**config.mk**
```make
export PLATFORM = sky130hd
export DESIGN_NAME = cfgrl_lowbit
export DESIGN_NICKNAME = d
export VERILOG_FILES = /design/src/design/cfg_reachability_liveness_assert.svh /design/src/design/cfgrl_lowbit.sv
export SDC_FILE = /design/constraint.sdc
export NUM_CORES = 1
export LEC_CHECK = 0
export ABC_AREA = 1
export CORE_MARGIN = 8
export CORE_UTILIZATION = 49
export DETAILED_ROUTE_END_ITERATION = 10
export DONT_BUFFER_PORTS = 1
export SETUP_SLACK_MARGIN = 0.3
export SYNTH_ARGS = -nofsm -noshare
export SYNTH_HDL_FRONTEND = slang
export SYNTH_SLANG_ARGS = --single-unit
```
**constraint.sdc**
```tcl
create_clock -name vclk -period 4.35
set_input_delay 0.435 -clock vclk [all_inputs]
set_output_delay 0.435 -clock vclk [all_outputs]
set_load 0.03 [all_outputs]
```
**src/design/cfg_reachability_liveness_assert.svh**
```systemverilog
// Assertion macros for the control-flow analysis block.
// Included by design/cfg_reachability_liveness.sv; relies on aclk and aresetn in scope.
`ifndef CFG_REACHABILITY_LIVENESS_ASSERT_SVH
`define CFG_REACHABILITY_LIVENESS_ASSERT_SVH

// Same-cycle implication.
`define CFGRL_ASSERT_NOW(lbl, cond, conseq, msg) \
    lbl: assert property (@(posedge aclk) disable iff (!aresetn) (cond) |-> (conseq)) \
        else $error(msg);

// Next-cycle implication.
`define CFGRL_ASSERT_NEXT(lbl, cond, conseq, msg) \
    lbl: assert property (@(posedge aclk) disable iff (!aresetn) (cond) |=> (conseq)) \
        else $error(msg);

`endif

```
**src/design/cfgrl_lowbit.sv**
```systemverilog
// Priority encoder: index of the lowest set bit of a vector.
// No package dependencies.
`timescale 1ns / 1ps

module cfgrl_lowbit #(
    parameter int W = 64
) (
    input  logic [W-1:0]         vec,
    output logic [$clog2(W)-1:0] idx,
    output logic                 found
);

    always_comb begin
        idx   = '0;
        found = 1'b0;
        for (int i = W - 1; i >= 0; i--) begin
            if (vec[i]) begin
                idx   = i[$clog2(W)-1:0];
                found = 1'b1;
            end
        end
    end

endmodule

```
# ---- After elaboration in Yosys (flattened, before gate mapping)
# Cells that the tools add are included.
dict set report totals {
  ff_bits 0
  input_bits 64
  output_inout_bits 7
  elab_cells 128
}
dict set report op_classes {
  mux 128
}
# operator count
set ops {}
lappend ops {{6-bit two-way mux} 64}
lappend ops {{1-bit two-way mux} 64}

# ---- Longest topological paths before layout
# Gate-level depths: netlist (run 1).
dict set report depth {
  ltp_word 64
  mapped_depth 61
  mapped_depth_nobuf 61
}

# ---- Least setup slack after synthesis (run 1)
# No wires, ideal clock.
dict set report synth_timing {
  path_type {in2out}
  from {in vec[62]}
  to {out idx[0]}
  arrival_time_ns 3.259
  required_ns 3.915
  path_slack_ns 0.656
  stages 61
  path_buffers 0
  cell_sequence {inv_1 nand2_1 nand2_1 nand2_1 nand2_1 nand2_1 nand2_1 nand2_1 nand2_1 nand2_1 nand2_1 nand2_1 nand2_1 nand2_1 nand2_1 nand2_1 nand2_1 nand2_1 [25 not listed] nand2_1 nand2_1 nand2_1 nand2_1 nand2_1 nand2_1 nand2_1 nand2_1 nand2_1 nand2_1 nand2_1 nand2_1 nand2_1 nand2_1 nand2_1 nand2_1 nand2_1 a21oi_2}
}
dict set report synth_between {
  elab_chain_len 63
}
# item line_no
set synth_rtl {}
lappend synth_rtl {{from (decl)} cfgrl_lowbit.sv:8} ;# input logic [W-1:0] vec,
lappend synth_rtl {{6-bit two-way mux (63 in a row)} cfgrl_lowbit.sv:17} ;# if (vec[i]) begin
lappend synth_rtl {{to (decl)} cfgrl_lowbit.sv:9} ;# output logic [$clog2(W)-1:0] idx,
# No other way between the ends.

# ---- Worst setup path after layout (run 1)
# Ends and elaborated chain as after synthesis.

==> impl_metrics.py, run 1 <==
metrics = {
    "critical_path": {
        "max_stage_delay_ps": 240,
        "critPathMaxFanout": 3,
        "arrival_ps": 3400,
        "end_kind": "output pin",
        "crit_required_ps": 3910,
        "crit_type": "input port to output pin",
        "critPathBufInv": 1,
        "cp-start-kind": "input port",
        "cp_common_cell": "nand2_1",
        "cpLargestDelayFamily": "simple AND/OR/NAND/NOR gates",
        "crit_slowest_cell": "a21oi_4",
    },
    "drt": {
        "routed_wl_um": 2500,
        "via_count": 1153,
        "ant_nets": 0,
        "avgViaCountPerCell": 4.61,
        "drt_drc_violations_left": 0,
        "wl_per_cell_um": 10.0,
        "drtPass1Iterations": 3,
        "drt_iter0_markers": 13,
    },
    "final_layout": {
        "fin_util": 0.556,
        "antenna_cells": 0,
        "fill_cells": 217,
        "seq_cell_count": 0,
        "final_nets": 291,
        "layout.area.seq_um2": 0,
        "nClkBuffers": 0,
        "layout_common_cells": "91 x nand2_1, 60 x inv_1, 35 x nor2_1, 7 x nand3_1",
        "layout_commonest_cell": "nand2_1",
        "area_growth_pct": 6.16,
        "drive_above_1_share": 0.0311,
        "stdcell_count": 250,
    },
    "cts": {
        "cts_setup_buffers": 0,
    },
    "yosys": {
        "yosysUniqueCellTypes": 17,
        "synth_warnings": 0,
        "yosysSeqAreaShare": 0,
        "syn-cell-area_um2": 915,
        "netlist_instances": 224,
        "synth_fp_nets": 288,
        "syn_avg_cell_area_um2": 4.08,
    },
    "floorplanning": {
        "die_h_um": 59.2,
        "ioPinCount": 71,
        "start_util": 0.524,
        "core_region_area_um2": 1750,
        "die_w_um": 59.2,
        "row_count": 15,
        "die_area_um2": 3510,
    },
    "global_routing": {
        "grtUsageTotal": 0.128,
        "grt_pass1_vias": 1082,
        "grt_max_degree": 6,
        "grt_overflow": 0,
        "antenna_found_initial": 0,
        "grt_pass1_wl_um": 3930,
    },
    "sta": {
        "setup_slack_ps": 511,
        "fmax_mhz": 260,
        "hold_viol": 0,
        "setup_violations": 0,
        "hold_ws_ps": 908,
        "finalMaxSlewViolations": 0,
        "fin_tns_setup_ps": 0,
        "relSlewSlack": 0.295,
        "worst_pin_slew_ps": 1050,
        "fin_crit_ps": 3840,
        "finalCritPeriodShare": 0.883,
        "rsz0062_at_grt": "yes",
    },
    "min_path": {
        "worstHoldStart": "vec[0]",
        "worst_hold_path.num_cells": 1,
        "holdPathEnd": "idx[0]",
        "hold_class": "input port to output pin",
    },
    "place": {
        "port_buffers": 0,
        "dpl_worst_slack_ps": 368,
        "gp_congestion": 0.704,
        "placed_cells": 250,
        "post-dp-hpwl_um": 2340,
    },
    "job": {
        "maxCapViolations": 0,
    },
    "outcome": {
        "status": "finished clean",
    },
    "power": {
        "ir_worst_vdd_mv": 0.0267,
        "p_per_area_nw_per_um2": 57.7,
        "power_leakage_nw": 0.624,
    },
}
-- power by group --
| group | switching, mW | internal, mW |
|---|---|---|
| combinational | 0.0330 | 0.0230 |
| clock | 0 | 0 |
| sequential | 0 | 0 |
| total | 0.0330 | 0.0230 |
-- Yosys cell counts --
library cell | count | area [µm²]
nor2_1 | 35 | 131
a21oi_1 | 5 | 25.0
a211oi_1 | 3 | 22.5
a21oi_2 | 1 | 8.76
inv_1 | 61 | 229
a31oi_1 | 1 | 6.26
nor4_1 | 5 | 31.3
nand3_1 | 7 | 35.0
o21bai_1 | 1 | 7.51
nor3_1 | 3 | 15.0
o311ai_0 | 1 | 8.76
or2_2 | 1 | 6.26
nand2_1 | 93 | 349
nand4_1 | 2 | 12.5
o211ai_1 | 1 | 7.51
o21ai_0 | 3 | 15.0
inv_2 | 1 | 3.75
-- stage by stage --
stage | area (µm²) | power, mW
floorplan | 915 | 0.0475
global placement | 953 | 0.0530
detailed placement | 953 | 0.0549
CTS | 953 | 0.0551
global route | 971 | 0.0667
finish | 971 | 0.0560
-- timing repair --
action | in CTS | in global routing
endpoints found under the setup margin | 0 | 1
gates resized for setup | 0 | 7
hold buffers | 0 | 0
-- cell type report --
cell class | count | area, µm² | area share
Inverter | 62 | 238 | 0.245
Multi-Input combinational cell | 162 | 694 | 0.715
Tap cell | 25 | 31.3 | 0.0322
Timing Repair Buffer | 1 | 7.51 | 0.00773
-- kinds of logic (layout without fill, tap and decap cells) --
| logic type | after synthesis | after routing | synth area share |
|---|---|---|---|
| compound gates | 16 | 16 | 0.111 |
| buf+inv | 62 | 63 | 0.254 |
| simple gates | 146 | 146 | 0.635 |
-- worst max-delay path by stage --
stage / from / slack (ps) / end / cells after the start
2_1_floorplan: vec[62] / 660 / idx[0] / 61
3_3_place_gp: vec[62] / 450 / idx[0] / 61
3_5_place_dp: vec[62] / 370 / idx[0] / 61
4_1_cts: vec[62] / 360 / idx[0] / 61
5_1_grt: vec[62] / -140 / idx[0] / 61
6_report: vec[62] / 510 / idx[0] / 61
-- per-layer routing --
| layer | GRT usage | routed length [µm] |
|---|---|---|
| met1 | 0.128 | 929 |
| met2 | 0.257 | 1210 |
| met3 | 0.0434 | 360 |
| met4 | 0 | 0 |
| met5 | 0 | 0 |
Power figures use the tool's default switching activity.
==> inputs of run 2 (changes only) <==
PLACE_DENSITY = 0.66   (was not set)
clock period = 3.3 ns   (was 4.35 ns; I/O delays follow)
==> impl_metrics.py, run 2 (same netlist as run 1, synthesis figures left out) <==
metrics = {
    "outcome": {
        "status": "finished, violations left",
        "violations": "setup timing",
    },
    "floorplanning": {
        "die_area_um2": 3510,
        "core_region_area_um2": 1750,
        "ioPinCount": 71,
        "die_w_um": 59.2,
        "die_h_um": 59.2,
        "start_util": 0.524,
        "row_count": 15,
    },
    "critical_path": {
        "arrival_ps": 3270,
        "max_stage_delay_ps": 240,
        "cp_common_cell": "nand2_1",
        "crit_required_ps": 2970,
        "crit_path_start": "vec[62]",
        "crit_slowest_cell": "a21oi_4",
        "end_kind": "output pin",
        "critPathMaxFanout": 3,
        "cp-start-kind": "input port",
        "crit_type": "input port to output pin",
        "crit_end": "idx[0]",
    },
    "drt": {
        "drtPass1Iterations": 4,
        "ant_nets": 0,
        "wl_per_cell_um": 9.56,
        "avgViaCountPerCell": 4.51,
        "routed_wl_um": 2440,
        "drt_drc_violations_left": 0,
        "via_count": 1150,
        "drt_iter0_markers": 32,
    },
    "final_layout": {
        "multi_input_area_um2": 724,
        "stdcell_count": 255,
        "antenna_cells": 0,
        "layout.area.seq_um2": 0,
        "nClkBuffers": 0,
        "layout_common_cells": "91 x nand2_1, 59 x inv_1, 35 x nor2_1, 6 x nand3_1, 6 x buf_4",
        "drive_above_1_share": 0.0826,
        "layout_commonest_cell": "nand2_1",
        "fill_cells": 209,
        "fin_util": 0.601,
        "final_nets": 296,
        "seq_cell_count": 0,
        "area_growth_pct": 14.6,
    },
    "global_routing": {
        "use_met2": 0.214,
        "grt_pass1_vias": 1014,
        "use_met3": 0.0282,
        "top_usage_layer": "met2",
        "antenna_found_initial": 0,
        "grt_max_degree": 6,
        "grt_pass1_wl_um": 3830,
        "grtUsageTotal": 0.123,
        "grt_overflow": 0,
        "grt_use_met1": 0.157,
    },
    "sta": {
        "relSlewSlack": 0.601,
        "hold_viol": 0,
        "rsz0062_at_grt": "yes",
        "setup_slack_ps": -296,
        "finalMaxSlewViolations": 0,
        "fin_tns_setup_ps": -296,
        "fin_crit_ps": 3600,
        "fmax_mhz": 278,
        "worst_pin_slew_ps": 592,
        "setup_violations": 1,
        "finalCritPeriodShare": 1.09,
    },
    "place": {
        "dpl_worst_slack_ps": -372,
        "placed_cells": 255,
        "post-dp-hpwl_um": 2200,
        "port_buffers": 0,
        "gp_congestion": 0.703,
    },
    "power": {
        "p_total_mw": 0.0797,
        "power_leakage_nw": 0.657,
        "ir_worst_vdd_mv": 0.0403,
        "p_per_area_nw_per_um2": 76.0,
    },
    "job": {
        "maxCapViolations": 0,
    },
    "min_path": {
        "hold_class": "input port to output pin",
    },
    "cts": {
        "cts_setup_buffers": 0,
        "cts_hold_buf": 0,
    },
}
-- run 2: cell types whose count changed in the layout (fill, tap and decap cells not counted), sizes merged --
cell	previous run	this run
buf	1	6
inv	61	62
clkinv	1	0
-- run 2: layout make-up --
cell class | count | area share
inverters | 62 | 0.236
repair buffers | 6 | 0.0430
well taps | 25 | 0.0298
multi-input cells | 162 | 0.691
-- run 2: what timing repair did --
item | 4_1_cts | 5_1_grt
gates resized for setup | 6 | 13
pin swaps | 0 | 8
setup endpoints to repair | 1 | 2
-- run 2: routing by layer --
metal	part of all wire	routed length [µm]	up-vias
met5	0	0	-
met4	0	0	0
met3	0.13	308	0
met2	0.46	1130	41
met1	0.41	1000	439
li1	-	-	670
-- run 2: how the worst min path moves through the flow --
stage	from	to	slack (ps)	cells after the start
2_1_floorplan	vec[0]	idx[0]	700	1
5_1_grt	vec[0]	idx[0]	700	1
3_3_place_gp	vec[0]	idx[0]	700	1
4_1_cts	vec[0]	idx[0]	700	1
3_5_place_dp	vec[0]	idx[0]	700	1
6_report	vec[0]	idx[0]	700	1
-- run 2: where the power goes --
group	internal (mW)	switching [mW]
sequential	0	0
clock	0	0
combinational	0.0348	0.0448
-- run 2: critical path, delay by kind of cell --
family / cells / cell delay (ps)
AND/OR/NAND/NOR: 59 / 2680
AO/OA/AOI/OAI: 1 / 240
buffers and inverters: 1 / 20
-- run 2: metrics by stage --
stage                     hold slack [ps]  cell area [µm²]
after floorplan                       695              922
after global placement                699              998
after detailed placement              699              998
after CTS                             699             1010
after global routing                  700             1050
final                                 698             1050
==> inputs of run 3 (changes only) <==
PLACE_DENSITY = 0.68   (was 0.66)
==> impl_metrics.py, run 3 (same netlist as run 1, synthesis figures left out) <==
metrics = {
    "sta": {
        "rsz0062_at_grt": "yes",
        "finalMaxSlewViolations": 0,
        "fin_crit_ps": 3620,
        "setup_slack_ps": -321,
        "finalCritPeriodShare": 1.10,
        "setup_violations": 1,
        "fmax_mhz": 276,
        "relSlewSlack": 0.608,
        "hold_viol": 0,
        "worst_pin_slew_ps": 586,
        "hold_ws_ps": 699,
    },
    "job": {
        "maxCapViolations": 0,
    },
    "global_routing": {
        "grt_overflow": 0,
        "grt_max_degree": 6,
        "antenna_found_initial": 0,
        "grt_pass1_vias": 1037,
        "grt_pass1_wl_um": 3830,
        "grtUsageTotal": 0.123,
    },
    "critical_path": {
        "end_kind": "output pin",
        "cp-start-kind": "input port",
        "crit_required_ps": 2970,
        "max_stage_delay_ps": 250,
        "critPathMaxFanout": 3,
        "crit_type": "input port to output pin",
        "arrival_ps": 3290,
        "crit_end": "idx[0]",
        "cp_common_cell": "nand2_1",
        "crit_path_start": "vec[62]",
        "crit_slowest_cell": "a21oi_4",
        "worst-path-stages": 61,
        "cpLargestDelayFamily": "simple AND/OR/NAND/NOR gates",
        "critPathBufInv": 1,
    },
    "floorplanning": {
        "core_region_area_um2": 1750,
        "die_h_um": 59.2,
        "die_w_um": 59.2,
        "row_count": 15,
        "start_util": 0.524,
        "die_area_um2": 3510,
        "ioPinCount": 71,
    },
    "power": {
        "ir_worst_vdd_mv": 0.0361,
        "p_per_area_nw_per_um2": 76.1,
        "power_leakage_nw": 0.657,
        "p_total_mw": 0.0798,
    },
    "place": {
        "placed_area_um2": 998,
        "port_buffers": 0,
        "gp_congestion": 0.702,
        "post-dp-hpwl_um": 2220,
        "dpl_worst_slack_ps": -384,
    },
    "final_layout": {
        "seq_cell_count": 0,
        "antenna_cells": 0,
        "nClkBuffers": 0,
        "layout.area.seq_um2": 0,
        "fin_area_um2": 1050,
        "area_growth_pct": 14.6,
        "layout_common_cells": "91 x nand2_1, 59 x inv_1, 35 x nor2_1, 6 x nand3_1, 6 x buf_4",
        "fin_util": 0.601,
        "layout_commonest_cell": "nand2_1",
        "fill_cells": 220,
        "final_nets": 296,
        "drive_above_1_share": 0.0826,
    },
    "drt": {
        "routed_wl_um": 2450,
        "drtPass1Iterations": 4,
        "avgViaCountPerCell": 4.60,
        "drt_iter0_markers": 24,
        "via_count": 1174,
        "ant_nets": 0,
        "wl_per_cell_um": 9.60,
        "drt_drc_violations_left": 0,
    },
    "min_path": {
        "hold_class": "input port to output pin",
    },
    "outcome": {
        "violations": "setup timing",
        "status": "finished, violations left",
    },
    "cts": {
        "cts_hold_buf": 0,
        "cts_setup_buffers": 0,
    },
}
==> run 3: metal layers <==
| metal | track usage | vias up | share of wire |
|---|---|---|---|
| met3 | 0.0347 | 0 | 0.13 |
| met1 | 0.155 | 460 | 0.38 |
| met2 | 0.213 | 42 | 0.49 |
| li1 | - | 672 | - |
| met4 | 0 | 0 | 0 |
| met5 | 0 | - | 0 |
==> run 3: cell type report <==
cell class / count / area (µm²) / area share
timing repair buffer: 6 / 45.0 / 0.0430
multi-input combinational: 162 / 724 / 0.691
inverter: 62 / 248 / 0.236
tap: 25 / 31.3 / 0.0298
==> run 3: how the worst min path moves through the flow <==
stage                 from  endpoint  slack (ps)  depth (start not counted)
global placement    vec[0]    idx[0]         700                          1
CTS                 vec[0]    idx[0]         700                          1
floorplan           vec[0]    idx[0]         700                          1
global route        vec[0]    idx[0]         700                          1
detailed placement  vec[0]    idx[0]         700                          1
finish              vec[0]    idx[0]         700                          1
==> run 3: repair_timing <==
action | CTS | global route
pin swaps | 0 | 8
endpoints found under the setup margin | 1 | 2
gates resized for setup | 6 | 13
==> run 3: power by group <==
part           total [mW]  switching, mW  leakage (nW)  internal [mW]
combinational      0.0798         0.0450         0.657         0.0349
clock                   0              0             0              0
sequential              0              0             0              0
total              0.0798         0.0450         0.657         0.0349
==> run 3: metrics by stage <==
step / setup TNS (ps) / std cells
floorplan: -115 / 224
global placement: -365 / 255
detailed placement: -384 / 255
CTS: -365 / 255
global route: -949 / 255
finish: -321 / 255
